--- src/cpd_pkg.sv ---
// Package for the CRC-32 packet deframer.
// Holds the result item type, status codes, header constants and the CRC byte update.
// No dependencies.
package cpd_pkg;

  localparam int unsigned MAX_PACKET_BYTES = 4096;
  localparam int unsigned HEADER_BYTES     = 12;
  localparam int unsigned FIFO_DEPTH       = 4;

  localparam logic [7:0]  MAGIC_FIRST     = 8'h51;
  localparam logic [7:0]  MAGIC_SECOND    = 8'h4B;
  localparam logic [31:0] CRC_POLY        = 32'hEDB88320;
  localparam logic [31:0] CRC_ONES        = 32'hFFFFFFFF;
  localparam logic [12:0] FRAME_BYTES_RST = 13'd4096;

  typedef enum logic [1:0] {
    ST_OK        = 2'd0,
    ST_BAD_MAGIC = 2'd1,
    ST_BAD_LEN   = 2'd2,
    ST_BAD_CRC   = 2'd3
  } status_t;

  typedef enum logic {
    KIND_PAYLOAD = 1'b0,
    KIND_STATUS  = 1'b1
  } kind_t;

  typedef struct packed {
    logic        item_kind;
    logic [7:0]  data_byte;
    logic [11:0] payload_length;
    logic [31:0] sequence_res;
    logic [1:0]  status;
    logic        end_of_packet;
  } item_t;

  typedef struct packed {
    logic [1:0] cnt;
    item_t      first;
    item_t      second;
  } push_t;

  function automatic logic [31:0] crc32_byte(input logic [31:0] crc, input logic [7:0] b);
    logic [31:0] c;
    c = crc ^ {24'd0, b};
    for (int k = 0; k < 8; k++) begin
      c = (c >> 1) ^ (c[0] ? CRC_POLY : 32'd0);
    end
    return c;
  endfunction

endpackage

--- src/cpd_out_fifo.sv ---
// Result queue of the CRC-32 packet deframer: takes up to two items per cycle.
// Depends on cpd_pkg.
module cpd_out_fifo
  import cpd_pkg::*;
(
  input  logic  clk,
  input  logic  rst_n,
  input  push_t push,
  output logic  room,
  output logic  out_valid,
  input  logic  out_ready,
  output item_t head
);

  localparam int AW = $clog2(FIFO_DEPTH);
  localparam int CW = $clog2(FIFO_DEPTH + 1);

  item_t         mem_r [FIFO_DEPTH];
  logic [AW-1:0] wptr_r, wptr_nxt;
  logic [AW-1:0] rptr_r, rptr_nxt;
  logic [CW-1:0] count_r, count_nxt;
  logic          pop;

  assign out_valid = (count_r != '0);
  assign pop       = out_valid && out_ready;
  assign room      = (count_r <= CW'(FIFO_DEPTH - 2));
  assign head      = mem_r[rptr_r];

  always_comb begin
    wptr_nxt  = wptr_r + AW'(push.cnt);
    rptr_nxt  = rptr_r + AW'(pop);
    count_nxt = count_r + CW'(push.cnt) - CW'(pop);
  end

  always_ff @(posedge clk) begin
    if (!rst_n) begin
      wptr_r  <= '0;
      rptr_r  <= '0;
      count_r <= '0;
    end else begin
      wptr_r  <= wptr_nxt;
      rptr_r  <= rptr_nxt;
      count_r <= count_nxt;
    end
  end

  always_ff @(posedge clk) begin
    if (push.cnt != 2'd0) begin
      mem_r[wptr_r] <= push.first;
    end
    if (push.cnt == 2'd2) begin
      mem_r[wptr_r + AW'(1)] <= push.second;
    end
  end

endmodule

--- src/crc32_packet_deframer.sv ---
// Top level of the CRC-32 packet deframer: header capture, CRC check, status.
// Depends on cpd_pkg and cpd_out_fifo.
//
// Usage:
//  - in_*: one received byte per transaction, packets of frame_bytes bytes back to back.
//  - out_*: one result per transaction. Payload bytes go out as they arrive
//    (item_kind 0); the last byte of a packet also yields a status item
//    (item_kind 1, end_of_packet 1) after its payload item, if any.
//  - cfg_*: writes frame_bytes, always ready; write only while the block is idle.
// Each result is written into the result queue when its byte is accepted.
// Throughput: one byte per cycle. The header, CRC and status logic finish in the
// accept cycle; a four-entry result queue absorbs the second result of a
// packet's last byte. in_ready drops while fewer than two queue entries are free.
// A stalled receiver fills the queue and then holds off the input.
// Reset (rst_n low, synchronous) empties the queue, restarts at the first
// header byte and sets frame_bytes to 4096.
module crc32_packet_deframer
  import cpd_pkg::*;
#(
  parameter int unsigned MAX_BYTES = MAX_PACKET_BYTES
) (
  input  logic        clk,
  input  logic        rst_n,
  input  logic        in_valid,
  output logic        in_ready,
  input  logic [7:0]  in_rx_byte,
  output logic        out_valid,
  input  logic        out_ready,
  output logic        out_item_kind,
  output logic [7:0]  out_data_byte,
  output logic [11:0] out_payload_length,
  output logic [31:0] out_sequence_res,
  output logic [1:0]  out_status,
  output logic        out_end_of_packet,
  input  logic        cfg_valid,
  output logic        cfg_ready,
  input  logic [12:0] cfg_frame_bytes
);

  localparam int PW = $clog2(MAX_BYTES);
  localparam int CW = ((PW > 16) ? PW : 16) + 1;

  logic [12:0]   frame_r;
  logic [PW-1:0] pos_r, pos_nxt;
  logic [31:0]   crc_r, crc_nxt;
  logic [15:0]   len_r, len_nxt;
  logic [31:0]   seq_r, seq_nxt;
  logic [31:0]   rcrc_r, rcrc_nxt;
  logic          magic_r, magic_nxt;

  logic          accept;
  logic          room;
  logic [CW-1:0] p_ext, fsz;
  logic          hdr, payload, last;
  status_t       st;
  push_t         push;
  item_t         head;

  assign cfg_ready = 1'b1;
  assign accept    = in_valid && in_ready;
  assign in_ready  = room;

  always_comb begin
    fsz = CW'(frame_r);
    if (fsz < CW'(HEADER_BYTES + 1)) begin
      fsz = CW'(HEADER_BYTES + 1);
    end else if (fsz > CW'(MAX_BYTES)) begin
      fsz = CW'(MAX_BYTES);
    end
  end

  always_comb begin
    p_ext     = CW'(pos_r);
    hdr       = (p_ext < CW'(HEADER_BYTES));
    payload   = !hdr && (p_ext < CW'(HEADER_BYTES) + CW'(len_r));
    last      = (p_ext + CW'(1) >= fsz);
    magic_nxt = magic_r;
    len_nxt   = len_r;
    seq_nxt   = seq_r;
    rcrc_nxt  = rcrc_r;
    crc_nxt   = crc_r;
    if (hdr) begin
      unique case (pos_r[3:0])
        4'd0:    if (in_rx_byte != MAGIC_FIRST) magic_nxt = 1'b0;
        4'd1:    if (in_rx_byte != MAGIC_SECOND) magic_nxt = 1'b0;
        4'd2:    len_nxt[7:0]    = in_rx_byte;
        4'd3:    len_nxt[15:8]   = in_rx_byte;
        4'd4:    seq_nxt[7:0]    = in_rx_byte;
        4'd5:    seq_nxt[15:8]   = in_rx_byte;
        4'd6:    seq_nxt[23:16]  = in_rx_byte;
        4'd7:    seq_nxt[31:24]  = in_rx_byte;
        4'd8:    rcrc_nxt[7:0]   = in_rx_byte;
        4'd9:    rcrc_nxt[15:8]  = in_rx_byte;
        4'd10:   rcrc_nxt[23:16] = in_rx_byte;
        4'd11:   rcrc_nxt[31:24] = in_rx_byte;
        default: ;
      endcase
      crc_nxt = crc32_byte(crc_r, pos_r[3] ? 8'd0 : in_rx_byte);
    end else if (payload) begin
      crc_nxt = crc32_byte(crc_r, in_rx_byte);
    end

    priority if (!magic_nxt) begin
      st = ST_BAD_MAGIC;
    end else if ((len_nxt == 16'd0) || (CW'(len_nxt) > fsz - CW'(HEADER_BYTES))) begin
      st = ST_BAD_LEN;
    end else if ((crc_nxt ^ CRC_ONES) != rcrc_nxt) begin
      st = ST_BAD_CRC;
    end else begin
      st = ST_OK;
    end

    pos_nxt = pos_r + PW'(1);
  end

  always_comb begin
    item_t pay_item;
    item_t st_item;
    pay_item                = '0;
    pay_item.item_kind      = KIND_PAYLOAD;
    pay_item.data_byte      = in_rx_byte;
    st_item                 = '0;
    st_item.item_kind       = KIND_STATUS;
    st_item.payload_length  = (st == ST_OK) ? len_nxt[11:0] : 12'd0;
    st_item.sequence_res    = seq_nxt;
    st_item.status          = st;
    st_item.end_of_packet   = 1'b1;
    push.cnt                = 2'd0;
    push.first              = st_item;
    push.second             = st_item;
    if (accept) begin
      if (payload) begin
        push.first = pay_item;
        push.cnt   = last ? 2'd2 : 2'd1;
      end else if (last) begin
        push.cnt   = 2'd1;
      end
    end
  end

  always_ff @(posedge clk) begin
    if (!rst_n) begin
      frame_r <= FRAME_BYTES_RST;
    end else if (cfg_valid && cfg_ready) begin
      frame_r <= cfg_frame_bytes;
    end
  end

  always_ff @(posedge clk) begin
    if (!rst_n) begin
      pos_r   <= '0;
      crc_r   <= CRC_ONES;
      len_r   <= '0;
      seq_r   <= '0;
      rcrc_r  <= '0;
      magic_r <= 1'b1;
    end else if (accept) begin
      if (last) begin
        pos_r   <= '0;
        crc_r   <= CRC_ONES;
        len_r   <= '0;
        seq_r   <= '0;
        rcrc_r  <= '0;
        magic_r <= 1'b1;
      end else begin
        pos_r   <= pos_nxt;
        crc_r   <= crc_nxt;
        len_r   <= len_nxt;
        seq_r   <= seq_nxt;
        rcrc_r  <= rcrc_nxt;
        magic_r <= magic_nxt;
      end
    end
  end

  cpd_out_fifo u_fifo (
    .clk       (clk),
    .rst_n     (rst_n),
    .push      (push),
    .room      (room),
    .out_valid (out_valid),
    .out_ready (out_ready),
    .head      (head)
  );

  assign out_item_kind      = head.item_kind;
  assign out_data_byte      = head.data_byte;
  assign out_payload_length = head.payload_length;
  assign out_sequence_res   = head.sequence_res;
  assign out_status         = head.status;
  assign out_end_of_packet  = head.end_of_packet;

endmodule

--- config.mk ---
export PLATFORM = sky130hd
export DESIGN_NAME = crc32_packet_deframer
export DESIGN_NICKNAME = d
export VERILOG_FILES = /design/src/cpd_pkg.sv /design/src/cpd_out_fifo.sv /design/src/crc32_packet_deframer.sv
export SDC_FILE = /design/constraint.sdc
export NUM_CORES = 1
export LEC_CHECK = 0
export ABC_AREA = 1
export BUFFER_PORTS_ARGS = -buffer_cell sky130_fd_sc_hd__buf_4
export CAP_MARGIN = 30
export CORE_ASPECT_RATIO = 1.2
export CORE_MARGIN = 3
export CORE_UTILIZATION = 35
export DETAILED_ROUTE_END_ITERATION = 12
export GPL_ROUTABILITY_DRIVEN = 0
export PLACE_DENSITY = 0.52
export SLEW_MARGIN = 0
export SYNTH_ARGS = -nofsm -noshare
export SYNTH_HDL_FRONTEND = slang
export SYNTH_SLANG_ARGS = --single-unit
export TNS_END_PERCENT = 5
--- constraint.sdc ---
create_clock -name clk -period 6.1 [get_ports clk]
set_clock_uncertainty 0.05 [all_clocks]
set_input_delay 1.22 -clock clk [delete_from_list [all_inputs] [get_ports clk]]
set_output_delay 1.22 -clock clk [all_outputs]
set_load 0.05 [all_outputs]
==> metrics, run 1 <==
Worst-path clk slew=60 ps; relative slew slack=27.9%; Area growth syn-to-layout=13.5%; CP Capture Type=flip-flop; Clock Latency Late Sink=570 ps; antenna diode instance count=0; iteration-0 DRC count of the detailed router=1339; setup bufs post-CTS=0; gr ovfl total=0; detailed-route wire length per cell=19.1 um; Hold Vio Cnt, Final=0; H-tree lvl count=2; number of flops mapped to enable cells by yosys=184; Worst EP arrival=5790 ps; largest fanout on the critical path=54; first-pass GRT wire length=103 mm; status=completed; Place WS=531 ps; total CTS buffers=41; critical path type=flip-flop to flip-flop; Seq/Total Area, Yosys=44.2%; vias in the first global route=17900; Post-Synthesis Cell Area=20700 um2; maximum VDD drop=0.207 mV; post-route ant nets=0; # IOs=85; setup TNS=0 ps; maximum buffer depth of the clock tree=3; Setup violations, final=0; Die H=272 um; shortest period the worst path allows=5660 ps; Yosys warnings=0; RSZ-0062 raised after global routing=false; Synth cell types=58; final setup margin=440 ps; Placed Area=22200 um2; Vias per Instance=5.22; Power, Total=9850 uW; Worst Setup Start Kind=flip-flop; port bufs=83; chip width=228 um; num rows=97; pin count of the biggest net entering global routing=83; top cells by count, synth=nor2_1 (530), nand2_1 (423), a21oi_1 (205), inv_1 (203), edfxtp_1 (184); total core area=58500 um2; ys async rst share=0%; # hold bufs at CTS=0; share of cells above drive strength 1=10.4%; CTS resizes=0; Max-Cap Viols=0; full die area=62100 um2; Util after Layout=40.2%; top layer reached by signal wires=met5; Filler Cell Count=6055; GRT Total Usage=21.0%; CP max stage delay=840 ps; DRC viols=0; syn_area_per_cell=7.80 um2; final net count=2758; met2 routed WL=33.0 mm; delay-heaviest family, CP=simple AND/OR/NAND/NOR gates; Main synth FF type=edfxtp_1; area leader, netlist=edfxtp_1; post-synth top area share=26.7%; initial antenna violation count=1; Max Slew Vio Count=0; Max Fclk=177 MHz; most frequent cell after synthesis=nor2_1; Final Cycle Share=92.8%; clock sink count=365; Via Count=18300; design area=23500 um2; CTS tree=built; Yosys reg bits=365; CP max-delay cell=dfxtp_1; P_leak=0.0100 uW; Worst-Margin Slew=1080 ps; DRT Wirelength=67.0 mm; Cell Pwr Density=419 nW/um2; synthesized instance count=2654; Hold WC Path Type=flip-flop to flip-flop; Initial Utilization=35.4%; Crit path required time=6230 ps; CP Buf/Inv Count=4; dpl hpwl=43.8 mm; WL met3=3.45 mm; ranking of synthesized cells by area=edfxtp_1 (27%), dfxtp_1 (18%), nor2_1 (9.6%); worst-path cell chain=nand2_1 > nor2_1 > nand3_1 > nor3_1 > nand3_1 > xor2_1 > inv_1 > ha_1 > a21oi_1 > a21oi_1 > a311oi_1 > inv_1 > ha_1 > inv_1 > nor2_1 > nor2_1 > nor3_1 > or2_2 > buf_4; CTS root buffer=clkbuf_16; metal1 wirelength=28.4 mm; Initial DRT Pass Iterations=6
logic make-up after synthesis:
kind of cell,after synthesis,synth area share (%)
adders and majority gates,53,3.24
DFF,365,44.2
AOI/OAI and AO/OA,534,14.4
other,1,0.0181
xor gates and xnor gates,131,6.16
and+or+nand+nor,1203,24.9
buffers and inverters,367,7.04
worst min-delay path, delay by kind of cell, from the launching register on:
family,cells,cell delay [ps]
flip-flops,1,310
AND/OR/NAND/NOR,2,100
sequential cells by signal (all words and copies together) (netlist names):
signal / flops
u_fifo.rptr_r: 2
u_fifo.count_r: 3
seq_r: 32
frame_r: 13
rcrc_r: 32
u_fifo.wptr_r: 2
len_r: 16
crc_r: 32
u_fifo.mem_r: 220
pos_r: 12
magic_r: 1
final timing paths:
path	from	to	slack, ps	cells after the start
max	pos_r[3]$_SDFFE_PN0P_	u_fifo.mem_r[0][17]$_DFFE_PP_	440	19
min	u_fifo.mem_r[1][0]$_SDFFE_PP1P_	u_fifo.mem_r[1][0]$_SDFFE_PP1P_	410	2
max reg2reg	pos_r[3]$_SDFFE_PN0P_	u_fifo.mem_r[0][17]$_DFFE_PP_	440	19
min reg2reg	u_fifo.mem_r[1][0]$_SDFFE_PP1P_	u_fifo.mem_r[1][0]$_SDFFE_PP1P_	410	2
through the flow:
stage,hold slack (ps),std cells
CTS,405,3502
global placement,385,3427
detailed placement,390,3428
floorplan,372,2656
global route,418,3502
finish,409,3502
per-layer routing:
metal	track usage [%]	up-vias
met4	6.98	2
met1	26.2	8763
met3	2.71	126
met2	37.5	506
li1	-	8886
met5	0	-
final cells by class:
class                           instances  area (um2)  share of cell area, %
Tap cell                              792         991                   4.22
Timing Repair Buffer                  127        1040                   4.41
Multi-Input combinational cell       1924       10200                   43.3
Clock inverter                         25         225                  0.959
Sequential cell                       365        9150                   38.9
Clock buffer                           49        1100                   4.66
Inverter                              220         828                   3.53
report_power, final:
| group | switching, uW | total, uW | leakage, uW | internal, uW |
|---|---|---|---|---|
| logic | 3150 | 4500 | 0.00616 | 1350 |
| clock network | 1050 | 2490 | 0.000656 | 1450 |
| registers | 119 | 2850 | 0.00320 | 2730 |
| total | 4320 | 9850 | 0.0100 | 5530 |
cell usage in the layout, fill, tap and decap left out, types with 6 or more instances in the layout:
master       n
nor2_1     530
nand2_1    422
a21oi_1    205
inv_1      201
edfxtp_1   184
dfxtp_1    180
o21ai_0    165
nand3_1    145
buf_4      121
xor2_1      94
o22ai_1     79
ha_1        52
clkbuf_16   41
a22oi_1     34
xnor2_1     26
o211ai_1    19
nor3_1      16
clkinv_1    15
nor2_2      14
nand2_2     12
clkinv_2    12
inv_2       10
or2_2       10
nand3b_1    10
nand4_4     10
nand4_1      8
o21ai_1      8
nor4_1       7
a21o_1       6
Power figures use the tool's default switching activity.
==> inputs of run 2 (changes only) <==
- CELL_PAD_IN_SITES_DETAIL_PLACEMENT: unset -> 2
- CELL_PAD_IN_SITES_GLOBAL_PLACEMENT: unset -> 2
- CORE_UTILIZATION: 35 -> 34
- PLACE_DENSITY: 0.52 -> 0.77
==> metrics, run 2 (synthesized netlist as in run 1, its figures left out) <==
status=completed; gr ovfl total=0 (unchanged); Pint=5580 uW (+0.91%); Worst-path clk slew=60 ps (about the same); Hold WC Path Type=flip-flop to flip-flop; Top reg by flops=u_fifo.mem_r; most frequent cells in the layout=nor2_1 (530), nand2_1 (422), a21oi_1 (205); DRT Wirelength=83.4 mm (+24%); share of power burned in registers=28.1% (-0.8 points); iteration-0 DRC count of the detailed router=1120 (-16%); Initial Utilization=34.5% (-0.86 points); Cell Pwr Density=431 nW/um2 (+2.8%); DRC viols=0 (unchanged); Area growth syn-to-layout=14.6%; Worst EP arrival=5730 ps (-60 ps); final net count=2769 (+0.40%); GRT Total Usage=25.8% (+4.8 points); max reg flops=220 (unchanged); full die area=63900 um2 (+2.9%); largest fanout on the critical path=54 (unchanged); Power, Total=10200 uW (+3.7%); port bufs=83 (unchanged); relative slew slack=34.5% (+6.6 points); Max Fclk=179 MHz (+1.5%); clock sink count=365 (unchanged); CP Buf/Inv Count=7 (+3); shortest period the worst path allows=5580 ps (-81.6 ps); share of cells above drive strength 1=10.9% (+0.46 points); Max Slew Vio Count=0 (unchanged); Vias per Instance=5.47 (+4.7%); # IOs=85 (unchanged); leading cell type in the layout, fill and taps excluded=nor2_1; maximum VDD drop=0.188 mV (-9.2%); Max-Cap Viols=0 (unchanged); Crit path required time=6250 ps (+20 ps); setup bufs post-CTS=0 (unchanged); Clock Latency Late Sink=590 ps (+20 ps); chip width=231 um (+1.4%); # hold bufs at CTS=0 (unchanged); P_leak=0.0101 uW (+1.0%); Die H=276 um (+1.4%); Reg2Reg Depth=26 (+7); post-route ant nets=0 (unchanged); first-pass GRT wire length=128 mm (+24%); CTS root buffer=clkbuf_16; detailed-route wire length per cell=23.7 um (+24%); RSZ-0062 raised after global routing=false; end of the worst hold path=u_fifo.mem_r[2][0]$_SDFFE_PP1P_; Via Count=19300 (+5.4%); maximum buffer depth of the clock tree=3 (unchanged); Hold Vio Cnt, Final=0 (unchanged); Reg-to-Reg End=u_fifo.mem_r[0][17]$_DFFE_PP_; r2r setup slk=520 ps (+80 ps); Setup violations, final=0 (unchanged); antenna diode instance count=0 (unchanged); dpl hpwl=57.2 mm (+31%); Initial DRT Pass Iterations=7 (+1); worst min-delay path startpoint=u_fifo.mem_r[2][0]$_SDFFE_PP1P_; Comb power frac=46.6% (+0.9 points); setup TNS=0 ps (unchanged); vias in the first global route=21700 (+21%); Worst Setup Start Kind=flip-flop; Worst-Margin Slew=980 ps (-97.1 ps); pin count of the biggest net entering global routing=94 (+13%); CTS tree=built; Final Cycle Share=91.4% (-1.3 points); critical path type=flip-flop to flip-flop; initial antenna violation count=1 (unchanged); num rows=98 (+1.0%); CP Capture Type=flip-flop; Hold Path Depth=2 (unchanged); H-tree lvl count=2 (unchanged); CP max-delay cell=buf_4; delay-heaviest family, CP=simple AND/OR/NAND/NOR gates; CP max stage delay=740 ps (-100 ps); Net Sw Frac=45.4% (+1.5 points); Switch Pwr=4630 uW (+7.3%); total CTS buffers=42 (+2.4%); Clock power frac=25.4% (about the same); RR Startpoint=frame_r[7]$_SDFFE_PN0P_; Util after Layout=39.5% (-0.62 points); total core area=60000 um2 (+2.5%)
run 2: cell types whose count changed in the layout (fill, tap and decap cells not counted):
cell	before	now
clkbuf_1	4	12
clkinv_1	15	7
buf_4	121	126
clkbuf_8	4	8
bufinv_16	4	1
clkbuf_16	41	44
buf_12	5	7
buf_6	0	2
buf_16	1	2
clkinv_16	0	1
clkinv_2	12	11
inv_16	0	1
inv_6	2	1
run 2: power groups by stage:
stage	clock, uW	sequential [uW]	combinational, uW
3_5_place_dp	0	2910	4720
3_3_place_gp	0	2900	4530
4_1_cts	2640	2860	4770
5_1_grt	2730	2880	5190
2_1_floorplan	0	2860	3230
6_report	2590	2860	4750
run 2: per-layer routing:
layer	vias to the layer above	routed length (um)	part of all wire, %	GRT usage (%)
met5	-	20	0.024	0
met3	166	3360	4.0	3.56
met2	402	42500	51	47.3
met4	2	3480	4.2	10.1
met1	9817	34000	41	30.0
li1	8882	-	-	-
run 2: per-stage QoR:
| stage | hold slack, ps | instance area [um2] | std cells | setup slack [ps] |
|---|---|---|---|---|
| after floorplan | 372 | 20700 | 2656 | -350 |
| after global placement | 388 | 22300 | 3444 | 952 |
| after detailed placement | 400 | 22300 | 3446 | 535 |
| after CTS | 415 | 23700 | 3524 | 497 |
| after global routing | 447 | 23700 | 3524 | 0.892 |
| final | 412 | 23700 | 3524 | 522 |
run 2: worst max-delay path by stage:
stage,start,endpoint,slack (ps),depth (start not counted)
global route,frame_r[7]$_SDFFE_PN0P_,u_fifo.mem_r[0][17]$_DFFE_PP_,0.9,26
global placement,in_rx_byte[4],u_fifo.mem_r[3][2]$_DFFE_PP_,950,22
finish,frame_r[7]$_SDFFE_PN0P_,u_fifo.mem_r[0][17]$_DFFE_PP_,520,26
detailed placement,frame_r[7]$_SDFFE_PN0P_,u_fifo.mem_r[2][14]$_DFFE_PP_,530,26
floorplan,pos_r[1]$_SDFFE_PN0P_,u_fifo.mem_r[1][26]$_DFFE_PP_,-350,25
CTS,frame_r[7]$_SDFFE_PN0P_,u_fifo.mem_r[2][11]$_DFFE_PP_,500,26
run 2: layout make-up:
type | count | area, um2
Sequential cell | 365 | 9150
Multi-Input combinational cell | 1924 | 10200
Tap cell | 800 | 1000
Clock inverter | 14 | 141
Inverter | 220 | 828
Fill cell | 6787 | 36200
Clock buffer | 64 | 1260
Timing Repair Buffer | 137 | 1160
run 2: worst reg2reg max path, stage by stage (launching register included):
cell	delay, ps
dfxtp_1	330
nor2_1	110
nand3_1	80
nor4_1	260
a21oi_1	180
inv_2	160
nand2_1	190
ha_1	360
nand2_1	80
nor3_1	200
nor2_1	80
o21a_1	160
o21ai_0	190
nand3_1	110
a21oi_1	150
a311oi_1	80
buf_4	200
inv_1	90
ha_1	150
inv_1	60
nor2_1	270
inv_1	140
nor2_1	120
inv_1	90
nor3_1	330
or2_2	220
buf_4	740
run 2: timing repair:
| action | in CTS | in global routing |
|---|---|---|
| resized for setup | 0 | 2 |
| hold endpoints to repair | 0 | 0 |
| endpoints found under the setup margin | 0 | 96 |
